<file path="config.mk">
export PLATFORM = sky130hd
export DESIGN_NAME = nas_ctrl
export DESIGN_NICKNAME = d
export VERILOG_FILES = /design/src/hdl/nas_pkg.sv /design/src/hdl/nas_ctrl.sv
export SDC_FILE = /design/constraint.sdc
export NUM_CORES = 1
export LEC_CHECK = 0
export ABC_AREA = 1
export BUFFER_PORTS_ARGS = -buffer_cell sky130_fd_sc_hd__buf_4
export CAP_MARGIN = 20
export CORE_ASPECT_RATIO = 0.8
export CORE_MARGIN = 4
export CORE_UTILIZATION = 50
export DETAILED_ROUTE_END_ITERATION = 8
export PLACE_DENSITY = 0.82
export SLEW_MARGIN = 20
export SYNTH_ARGS = -nofsm -noshare
export SYNTH_HDL_FRONTEND = slang
export SYNTH_SLANG_ARGS = --single-unit
</file>
<file path="constraint.sdc">
create_clock -name clk -period 2.1 [get_ports clk]
set_clock_uncertainty 0.1 [all_clocks]
set_input_delay 0.21 -clock clk [delete_from_list [all_inputs] [get_ports clk]]
set_output_delay 0.21 -clock clk [all_outputs]
set_load 0.02 [all_outputs]
</file>
<file path="src/hdl/nas_pkg.sv">
`default_nettype none
package nas_pkg;

  localparam int MAX_ROW_POINTS = 1024;
  localparam int ADDR_W = $clog2(MAX_ROW_POINTS);
  localparam int ROW_MIN = 2;
  localparam int DIV_STEPS = 32;
  localparam int CNT_W = $clog2(DIV_STEPS);

  localparam logic REG_TIME_STEP  = 1'b0;
  localparam logic REG_ROW_POINTS = 1'b1;

  typedef enum logic [2:0] {
    ST_IDLE,
    ST_MUL,
    ST_WB,
    ST_SUM,
    ST_DIV,
    ST_UPD,
    ST_OUT
  } state_t;

  typedef enum logic [3:0] {
    OP_MASS,
    OP_T1,
    OP_T2,
    OP_T3,
    OP_T4,
    OP_XLO,
    OP_XHI,
    OP_YLO,
    OP_YHI
  } mul_op_t;

  typedef struct packed {
    logic    accept;
    logic    mul_go;
    logic    wb;
    mul_op_t op;
    logic    pass;
    logic    sum;
    logic    div_step;
    logic    upd;
    logic    load_out;
  } dp_cmd_t;

  typedef struct packed {
    logic interior;
    logic out_full;
  } dp_stat_t;

endpackage
`default_nettype wire

</file>
<file path="src/hdl/nas_ctrl.sv">
`default_nettype none
module nas_ctrl (
  input  wire logic              clk,
  input  wire logic              rst_n,
  input  wire logic              in_valid,
  output logic                   in_ready,
  input  wire logic              out_ready,
  input  wire nas_pkg::dp_stat_t stat,
  output nas_pkg::dp_cmd_t       cmd
);

  nas_pkg::state_t  state_r, state_nxt;
  nas_pkg::mul_op_t op_r, op_nxt;
  logic             pass_r, pass_nxt;
  logic [nas_pkg::CNT_W-1:0] cnt_r, cnt_nxt;
  logic             out_free;

  assign out_free = !stat.out_full || out_ready;

  always_ff @(posedge clk) begin
    if (!rst_n) begin
      state_r <= nas_pkg::ST_IDLE;
      op_r    <= nas_pkg::OP_MASS;
      pass_r  <= 1'b0;
      cnt_r   <= '0;
    end else begin
      state_r <= state_nxt;
      op_r    <= op_nxt;
      pass_r  <= pass_nxt;
      cnt_r   <= cnt_nxt;
    end
  end

  always_comb begin
    state_nxt = state_r;
    op_nxt    = op_r;
    pass_nxt  = pass_r;
    cnt_nxt   = cnt_r;
    case (state_r)
      nas_pkg::ST_IDLE: begin
        if (in_valid) begin
          state_nxt = nas_pkg::ST_MUL;
          op_nxt    = nas_pkg::OP_MASS;
          pass_nxt  = 1'b0;
        end
      end
      nas_pkg::ST_MUL: state_nxt = nas_pkg::ST_WB;
      nas_pkg::ST_WB: begin
        state_nxt = nas_pkg::ST_MUL;
        case (op_r)
          nas_pkg::OP_MASS: state_nxt = nas_pkg::ST_SUM;
          nas_pkg::OP_T1:   op_nxt = nas_pkg::OP_T2;
          nas_pkg::OP_T2:   op_nxt = nas_pkg::OP_T3;
          nas_pkg::OP_T3:   op_nxt = nas_pkg::OP_T4;
          nas_pkg::OP_T4:   op_nxt = nas_pkg::OP_XLO;
          nas_pkg::OP_XLO:  op_nxt = nas_pkg::OP_XHI;
          nas_pkg::OP_XHI:  op_nxt = nas_pkg::OP_YLO;
          nas_pkg::OP_YLO:  op_nxt = nas_pkg::OP_YHI;
          nas_pkg::OP_YHI: begin
            if (pass_r) begin
              state_nxt = nas_pkg::ST_UPD;
            end else begin
              pass_nxt = 1'b1;
              op_nxt   = nas_pkg::OP_T1;
            end
          end
          default: state_nxt = nas_pkg::ST_IDLE;
        endcase
      end
      nas_pkg::ST_SUM: begin
        cnt_nxt   = '0;
        state_nxt = stat.interior ? nas_pkg::ST_DIV : nas_pkg::ST_UPD;
      end
      nas_pkg::ST_DIV: begin
        cnt_nxt = cnt_r + 1'b1;
        if (cnt_r == nas_pkg::CNT_W'(nas_pkg::DIV_STEPS - 1)) begin
          state_nxt = nas_pkg::ST_MUL;
          op_nxt    = nas_pkg::OP_T1;
          pass_nxt  = 1'b0;
        end
      end
      nas_pkg::ST_UPD: state_nxt = stat.interior ? nas_pkg::ST_OUT : nas_pkg::ST_IDLE;
      nas_pkg::ST_OUT: begin
        if (out_free) begin
          state_nxt = nas_pkg::ST_IDLE;
        end
      end
      default: state_nxt = nas_pkg::ST_IDLE;
    endcase
  end

  always_comb begin
    in_ready     = (state_r == nas_pkg::ST_IDLE);
    cmd          = '0;
    cmd.op       = op_r;
    cmd.pass     = pass_r;
    cmd.accept   = (state_r == nas_pkg::ST_IDLE) && in_valid;
    cmd.mul_go   = (state_r == nas_pkg::ST_MUL);
    cmd.wb       = (state_r == nas_pkg::ST_WB);
    cmd.sum      = (state_r == nas_pkg::ST_SUM);
    cmd.div_step = (state_r == nas_pkg::ST_DIV);
    cmd.upd      = (state_r == nas_pkg::ST_UPD);
    cmd.load_out = (state_r == nas_pkg::ST_OUT) && out_free;
  end

endmodule
`default_nettype wire

</file>
After elaboration in Yosys (flattened, before gate mapping)
Index checks and enable logic that the tools add are counted.

Register bits: 13. Latch bits: 0. RAM bits: 0. Bits in read-only memories: 0. Input port bits: 6. Output and inout bits: 13. Word-level logic and storage cells: 56. Memories kept: 0.

$add $sub $neg: 1. Multipliers: 0. Divide/modulo/power cells: 0. $lt $le $gt $ge: 0. Eq/ne operators: 21. Shift operators: 0. Muxes and demuxes: 18. Bitwise logic cells: 0. Reduce and logical (&&, ||, !) cells: 12.

Operators with widths (count): 4-bit one-hot mux with 8 select lines (1); 3-bit one-hot mux with 7 select lines (1); 4-bit by 3-bit == test with 1-bit output (second input constant) (4); 3-bit 2-to-1 mux (5); 4-bit 2-to-1 mux (3); 4-bit one-hot mux with 3 select lines (1); 5-bit one-hot mux with 2 select lines (1); 3-bit == test (second input constant) (3); 9-bit by 1-bit inequality test with 1-bit output (second input constant) (1); 3-bit one-hot mux with 3 select lines (1); 4-bit by 2-bit == test with 1-bit output (second input constant) (2); 7-bit OR reduction (1); 3-bit by 2-bit == test with 1-bit output (second input constant) (2); 5-bit by 1-bit adder with 5-bit output (second input constant) (1); 5-bit == test (second input constant) (1); 5-bit AND reduction (1); 4-bit by 1-bit == test with 1-bit output (second input constant) (1); 4-bit == test (second input constant) (1); 4-bit logical NOT (1); 1-bit 2-to-1 mux (4); 2-bit by 1-bit inequality test with 1-bit output (second input constant) (2); 2-bit inequality test (second input constant) (2); 4-bit AND reduction (1); 3-bit by 1-bit == test with 1-bit output (second input constant) (1); other kinds (9) (10).

Depth between registers and ports, before layout
Gate-level depths: netlist (run 1).

Depth after elaboration: 4. Mapped depth: 12. Depth with buffers taken out: 12.

Least setup slack after synthesis (run 1)
No wires, ideal clock.

Path kind: reg2reg. From: reg cnt_r[0] (netlist bit). To: reg op_r[1]. Setup time: 0.114 ns. Arrival time: 1.386 ns. Required time: 1.886 ns. Slack: 0.500 ns. Stages on the path, launching flop included: 13. Path buffers: 0. Clock period less this slack: 1.600 ns. Cell sequence: dfxtp_1 ha_1 inv_1 nor3_1 ha_1 nand3b_1 nand2_2 inv_1 nand3_1 nor2_1 nand2_1 nand2_1 nor2_2.

Longest elaborated chain between the ends: 3.

Ends and longest elaborated chain: from (decl) (line nas_ctrl.sv:15) `logic [nas_pkg::CNT_W-1:0] cnt_r, cnt_nxt;`; from (signal assigned) (line nas_ctrl.sv:30) `cnt_r <= cnt_nxt;`; 5-bit == test (line nas_ctrl.sv:76) `if (cnt_r == nas_pkg::CNT_W'(nas_pkg::DIV_STEPS - 1)) begin`; 2-bit by 1-bit inequality test with 1-bit output (no source line); 5-bit AND reduction (no source line); to (signal assigned) (line nas_ctrl.sv:23) `op_r <= nas_pkg::OP_MASS;`; to (signal assigned) (line nas_ctrl.sv:28) `op_r <= op_nxt;`; to (decl) (line nas_ctrl.sv:13) `nas_pkg::mul_op_t op_r, op_nxt;`.

No other way between the ends. A chain may end at the register's enable or synchronous reset.

==> results.json, run 1 <==
{
  "ys_warn_count": 0,
  "synth_nets": 144,
  "grt_antenna_before_repair": 0,
  "grtUsageMet3_pct": 7.26,
  "drt_iter0_drc": 37,
  "end_kind": "output pin",
  "drive_above_1_share_pct": 22.4,
  "grt_pass1_wl_mm": 3.52,
  "grt_max_degree": 9,
  "area_growth_pct": 20.0,
  "cts_resized": 0,
  "yosysSeqAreaShare_pct": 29.9,
  "cts-root-buf": "clkbuf_4",
  "dpl.cell_count": 174,
  "post_cts_buffers": 0,
  "viasPerCell": 5.20,
  "worstMarginPinSlew_ns": 0.317,
  "die_h_um": 45.3,
  "die_w_um": 54.6,
  "grt.busiest_layer": "met2",
  "final_max_slew_viol_count": 0,
  "routed_wl_mm": 2.01,
  "firstDrtPassIters": 4,
  "coreArea_um2": 1640,
  "diodes": 0,
  "cts-hold-fix-buffers": 0,
  "worstPathArrival_ns": 1.42,
  "max-cap-violations": 0,
  "layout.cells.non_filler": 178,
  "powerDensity_nw_per_um2": 1120,
  "clock_path_buffers": 2,
  "synthCells": 136,
  "antenna_left": 0,
  "relSlewSlack_pct": 78.7,
  "syn_area_um2": 870,
  "fill_cells": 154,
  "outcome": "complete, no violations",
  "io_buffers": 18,
  "syn_area_per_cell_um2": 6.39,
  "grt_use_met1_pct": 24.6,
  "rsz0062_at_grt": "false",
  "path_delay_family": "flip-flops",
  "clock-sinks": 13,
  "setup_viol": 0,
  "avgRoutedWirePerCell_um": 11.3,
  "grt_util_met2_pct": 32.1,
  "die-area_um2": 2470,
  "hold_viol_final": 0,
  "clk_latency_ns": 0.28,
  "numCtsBuffers": 3,
  "htreeDepth": 1,
  "via_count": 926,
  "fin_crit_ns": 1.73,
  "leakage_nw": 0.529,
  "grtUsageTotal_pct": 19.9,
  "layout.nets": 165,
  "ioPinCount": 19,
  "path_clk_slew_ns": 0.08,
  "start_util_pct": 52.9,
  "max_stage_delay_ns": 0.48,
  "seq_area_um2": 260,
  "grt_pass1_vias": 843,
  "fin_area_um2": 1040,
  "synth.distinct_cells": 24,
  "worst-path-buf-inv": 2,
  "placed_area_um2": 1020,
  "rows": 13,
  "peakVddDrop_uv": 678,
  "place_hpwl_mm": 1.60,
  "drc": 0,
  "min_period_over_period_pct": 82.2,
  "hold_path.class": "input pin to flip-flop",
  "setup_tns_ns": 0,
  "gp_congestion": 0.917,
  "worstPathRequired_ns": 1.79,
  "gr-total-overflow": 0,
  "ff2ff_setup_slack_ns": 0.38,
  "cpMaxStageDelayCell": "dfxtp_1",
  "path_max_fanout": 6,
  "worstSetupPathType": "flip-flop to output pin",
  "fmax_ghz": 0.579,
  "worstSetupStartpointType": "flip-flop",
  "cts_tree": "yes",
  "multiInputGateArea_um2": 504,
  "crit_chain": "inv_1 > nor3_1 > buf_4",
  "ys_ff_latch": 13
}
-- layout by cell type (no fill, tap or decap), types with 2 or more instances in the layout --
cell / netlist / routed
nor2_2: 2 / 2
nand3_1: 11 / 11
inv_2: 3 / 3
clkbuf_4: 0 / 3
ha_1: 2 / 2
inv_1: 21 / 21
nand2_2: 5 / 5
a21oi_1: 11 / 11
nand2_1: 32 / 32
nor3_1: 4 / 4
o21ai_0: 7 / 7
nor2_1: 12 / 12
buf_4: 2 / 18
dfxtp_1: 13 / 13
-- path summary, 6_finish.rpt --
path,start,cells after the start,end
max,state_r[0]$_SDFFE_PN0P_,3,cmd[1]
min,rst_n,3,state_r[1]$_SDFFE_PN0P_
max reg2reg,cnt_r[0]$_SDFFE_PN0P_,12,op_r[1]$_SDFFE_PN0P_
min reg2reg,cnt_r[4]$_SDFFE_PN0P_,2,cnt_r[4]$_SDFFE_PN0P_
-- cell type report --
class                   count  share of cell area, %
clock buffers               4                   2.52
well taps                  22                   2.64
multi-input cells          97                   48.3
inverters                  24                   8.63
repair buffers             18                   12.9
flip-flops and latches     13                   24.9
-- stage by stage --
stage	util [%]	hold slack [ns]	setup slack [ns]	power, mW
2_1_floorplan	-	0.208	0.500	0.843
3_3_place_gp	61.9	0.353	0.435	1.01
4_1_cts	63.5	0.0858	0.373	1.18
5_1_grt	63.5	0.0894	0.179	1.28
6_report	63.5	0.0833	0.374	1.17
3_5_place_dp	61.9	0.362	0.382	1.02
-- kinds of logic (layout without fill, tap and decap cells) --
group | after synthesis | after routing | synth area share (%)
buffers and inverters | 26 | 46 | 12.1
DFF | 13 | 13 | 29.9
and+or+nand+nor | 72 | 72 | 40.1
AOI/OAI and AO/OA | 23 | 23 | 15.0
adders and majority gates | 2 | 2 | 2.88
-- flip-flops by register name (all words and copies together) (netlist names) --
| name | flops |
|---|---|
| cnt_r | 5 |
| op_r | 4 |
| pass_r | 1 |
| state_r | 3 |
-- Yosys cell counts --
cell type / count / area share, %
nand2_1: 32 / 14
inv_1: 21 / 9.1
dfxtp_1: 13 / 30
nor2_1: 12 / 5.2
a21oi_1: 11 / 6.3
nand3_1: 11 / 6.3
o21ai_0: 7 / 4.0
nand2_2: 5 / 3.6
nor3_1: 4 / 2.3
inv_2: 3 / 1.3
buf_4: 2 / 1.7
ha_1: 2 / 2.9
nor2_2: 2 / 1.4
a211oi_1: 1 / 0.86
a21boi_0: 1 / 0.86
a221oi_1: 1 / 1.0
nand3_2: 1 / 1.2
nand3b_1: 1 / 0.86
nand3b_4: 1 / 2.3
nand4_1: 1 / 0.72
nor2_4: 1 / 1.3
nor3_2: 1 / 1.2
o221ai_1: 1 / 1.0
o31ai_1: 1 / 0.86
-- worst reg2reg max path, delay by kind of cell, from the launching register on --
family        cells  cell delay, ns
fa+ha+maj         2            0.32
buf+inv           2            0.12
flops             1            0.38
simple gates      8            0.72
-- report_power, final --
| group | total [mW] | switching [mW] | internal (mW) |
|---|---|---|---|
| Combinational | 0.648 | 0.405 | 0.244 |
| Sequential | 0.370 | 0.0754 | 0.295 |
| Clock | 0.155 | 0.0808 | 0.0737 |
| Total | 1.17 | 0.561 | 0.612 |
-- metal layers --
metal	part of all wire, %	up-vias
li1	-	482
met1	47	419
met2	46	23
met3	6.7	2
met4	0.60	0
met5	0	-
No activity file was read; power rests on OpenSTA's default activity.
==> run 2, diff against run 1 <==
- clock period: 2.1 -> 1.6 ns (I/O delays scaled with it)
==> run 2 against run 1 <==
Net effect: the run now ends with negative setup slack left; total power increased by 41%; sequential share of layout area fell by 1.3 points; highest routed layer unchanged; worst setup slack worse by 0.40 ns.
==> results.json, run 2 (synthesized netlist as in run 1, its figures left out) <==
{
  "outcome": "complete, but fails checks",
  "violations": "negative setup slack",
  "clock-sinks": 13,
  "grtUsageTotal_pct": 19.6,
  "rows": 13,
  "diodes": 0,
  "largest_reg_flops": 5,
  "fmax_ghz": 0.615,
  "ioPinCount": 19,
  "placed_area_um2": 1040,
  "die_w_um": 54.6,
  "cts-root-buf": "clkbuf_4",
  "power_frac_seq_pct": 30.5,
  "gp_congestion": 0.872,
  "worstSetupStartpointType": "flip-flop",
  "max_flop_register": "cnt_r",
  "fin_crit_ns": 1.62,
  "final_cell_mix": "nand2_1 (32), buf_4 (23), inv_1 (19), nand3_1 (11), nor2_1 (10)",
  "rsz0062_at_grt": "true",
  "grt_antenna_before_repair": 0,
  "path_max_fanout": 3,
  "coreArea_um2": 1640,
  "layout_commonest_cell": "nand2_1",
  "clk_latency_ns": 0.29,
  "grt_pass1_wl_mm": 3.46,
  "worstMarginPinSlew_ns": 0.263,
  "worstSetupPathType": "flip-flop to flip-flop",
  "hold_viol_final": 0,
  "p_clk_share_pct": 12.7,
  "gr-total-overflow": 0,
  "reg_top3": "cnt_r: 5 flops, op_r: 4 flops, state_r: 3 flops",
  "r2r_cells": 12,
  "antenna_left": 0,
  "hold_path.class": "input pin to flip-flop",
  "p_sw_share_pct": 48.6,
  "start_util_pct": 52.9,
  "fin_hold_ws_ns": 0.0197,
  "setup_viol": 1,
  "numCtsBuffers": 3,
  "cts-hold-fix-buffers": 0,
  "finalPower_mw": 1.65,
  "via_count": 994,
  "layout.nets": 170,
  "powerDensity_nw_per_um2": 1470,
  "p_int_uw": 850,
  "min_period_over_period_pct": 102,
  "firstDrtPassIters": 4,
  "worstPathArrival_ns": 1.71,
  "multiInputGateArea_um2": 539,
  "htreeDepth": 1,
  "seq_area_um2": 265,
  "max-cap-violations": 0,
  "timing.rr.end": "op_r[1]$_SDFFE_PN0P_",
  "avgRoutedWirePerCell_um": 11.9,
  "final_util_pct": 68.3,
  "area_growth_pct": 29.1,
  "relSlewSlack_pct": 82.5,
  "peakVddDrop_uv": 896,
  "r2r-start": "cnt_r[0]$_SDFFE_PN0P_",
  "leakage_nw": 0.565,
  "drt_iter0_drc": 53,
  "viasPerCell": 5.43,
  "end_kind": "flip-flop",
  "cts_tree": "yes",
  "worstPathRequired_ns": 1.69,
  "whs_path_depth": 3,
  "drc": 0,
  "power_frac_comb_pct": 56.9,
  "die_h_um": 45.3,
  "drive_above_1_share_pct": 32.9,
  "clock_path_buffers": 2,
  "grt_max_degree": 9,
  "die-area_um2": 2470,
  "dp_slack_ns": -0.0979,
  "fin_area_um2": 1120,
  "fill_cells": 142,
  "ff2ff_setup_slack_ns": -0.02,
  "p_sw_uw": 804,
  "min_from": "rst_n",
  "grt_pass1_vias": 825,
  "hold_end": "state_r[1]$_SDFFE_PN0P_",
  "io_buffers": 18,
  "final_max_slew_viol_count": 0,
  "finalWorstSetupSlack_ns": -0.0247,
  "routed_wl_mm": 2.17,
  "path_clk_slew_ns": 0.08,
  "place_hpwl_mm": 1.65
}
-- run 2: cell types whose count changed in the layout (fill, tap and decap cells not counted), moves of 2 or more --
cell | previous run | this run
dfxtp_2 | 0 | 4
a21oi_1 | 11 | 9
nor2_1 | 12 | 10
nor3_2 | 1 | 3
nor3_1 | 4 | 2
dfxtp_1 | 13 | 9
inv_2 | 3 | 5
buf_4 | 18 | 23
inv_1 | 21 | 19
-- run 2: routing by layer --
layer  up-vias  track usage (%)  share of wire (%)
li1        493                -                  -
met1       448             25.1                 43
met2        49             29.0                 44
met3         4             8.58                 11
met4         0             6.47                1.3
met5         -                0                  0
-- run 2: worst max-delay path by stage --
| stage | from | end | cells after the start |
|---|---|---|---|
| after floorplan | cnt_r[0]$_SDFFE_PN0P_ | op_r[1]$_SDFFE_PN0P_ | 12 |
| after global placement | cnt_r[0]$_SDFFE_PN0P_ | op_r[1]$_SDFFE_PN0P_ | 12 |
| after detailed placement | cnt_r[0]$_SDFFE_PN0P_ | op_r[1]$_SDFFE_PN0P_ | 12 |
| after CTS | cnt_r[0]$_SDFFE_PN0P_ | op_r[1]$_SDFFE_PN0P_ | 12 |
| after global routing | cnt_r[0]$_SDFFE_PN0P_ | op_r[1]$_SDFFE_PN0P_ | 12 |
| final | cnt_r[0]$_SDFFE_PN0P_ | op_r[1]$_SDFFE_PN0P_ | 12 |
-- run 2: area by class of cell --
cell class | instances | share of cell area [%]
clock buffers | 3 | 2.01
well taps | 22 | 2.45
flip-flops and latches | 13 | 23.6
clock inverters | 1 | 0.446
repair buffers | 23 | 15.4
inverters | 24 | 8.03
multi-input cells | 97 | 48.0
-- run 2: critical path: stages, from the launching register on --
cell      delay, ns
dfxtp_2        0.34
ha_1           0.16
inv_2          0.05
nor3_2         0.10
ha_1           0.15
nand3b_1       0.13
nand2_2        0.08
inv_2          0.07
nand3_1        0.08
nor2_2         0.11
nand2_1        0.06
nand2_1        0.07
nor2_2         0.03
-- run 2: power by group through the flow --
stage / Sequential, mW / Clock, mW / Combinational [mW]
2_1_floorplan: 0.500 / 0 / 0.605
3_3_place_gp: 0.487 / 0 / 0.835
3_5_place_dp: 0.489 / 0 / 0.857
4_1_cts: 0.488 / 0.218 / 0.870
5_1_grt: 0.515 / 0.232 / 1.03
6_report: 0.504 / 0.209 / 0.941
-- run 2: timing repair --
action	in CTS	in global routing
setup buffers	1	1
gates resized for setup	6	9
setup endpoints to repair	7	12
pin swaps	2	2
-- run 2: stage by stage --
| stage | instances | setup TNS, ns |
|---|---|---|
| 2_1_floorplan | 136 | 0 |
| 3_3_place_gp | 177 | -0.00382 |
| 3_5_place_dp | 177 | -0.139 |
| 4_1_cts | 182 | -0.0525 |
| 5_1_grt | 183 | -0.793 |
| 6_report | 183 | -0.0247 |
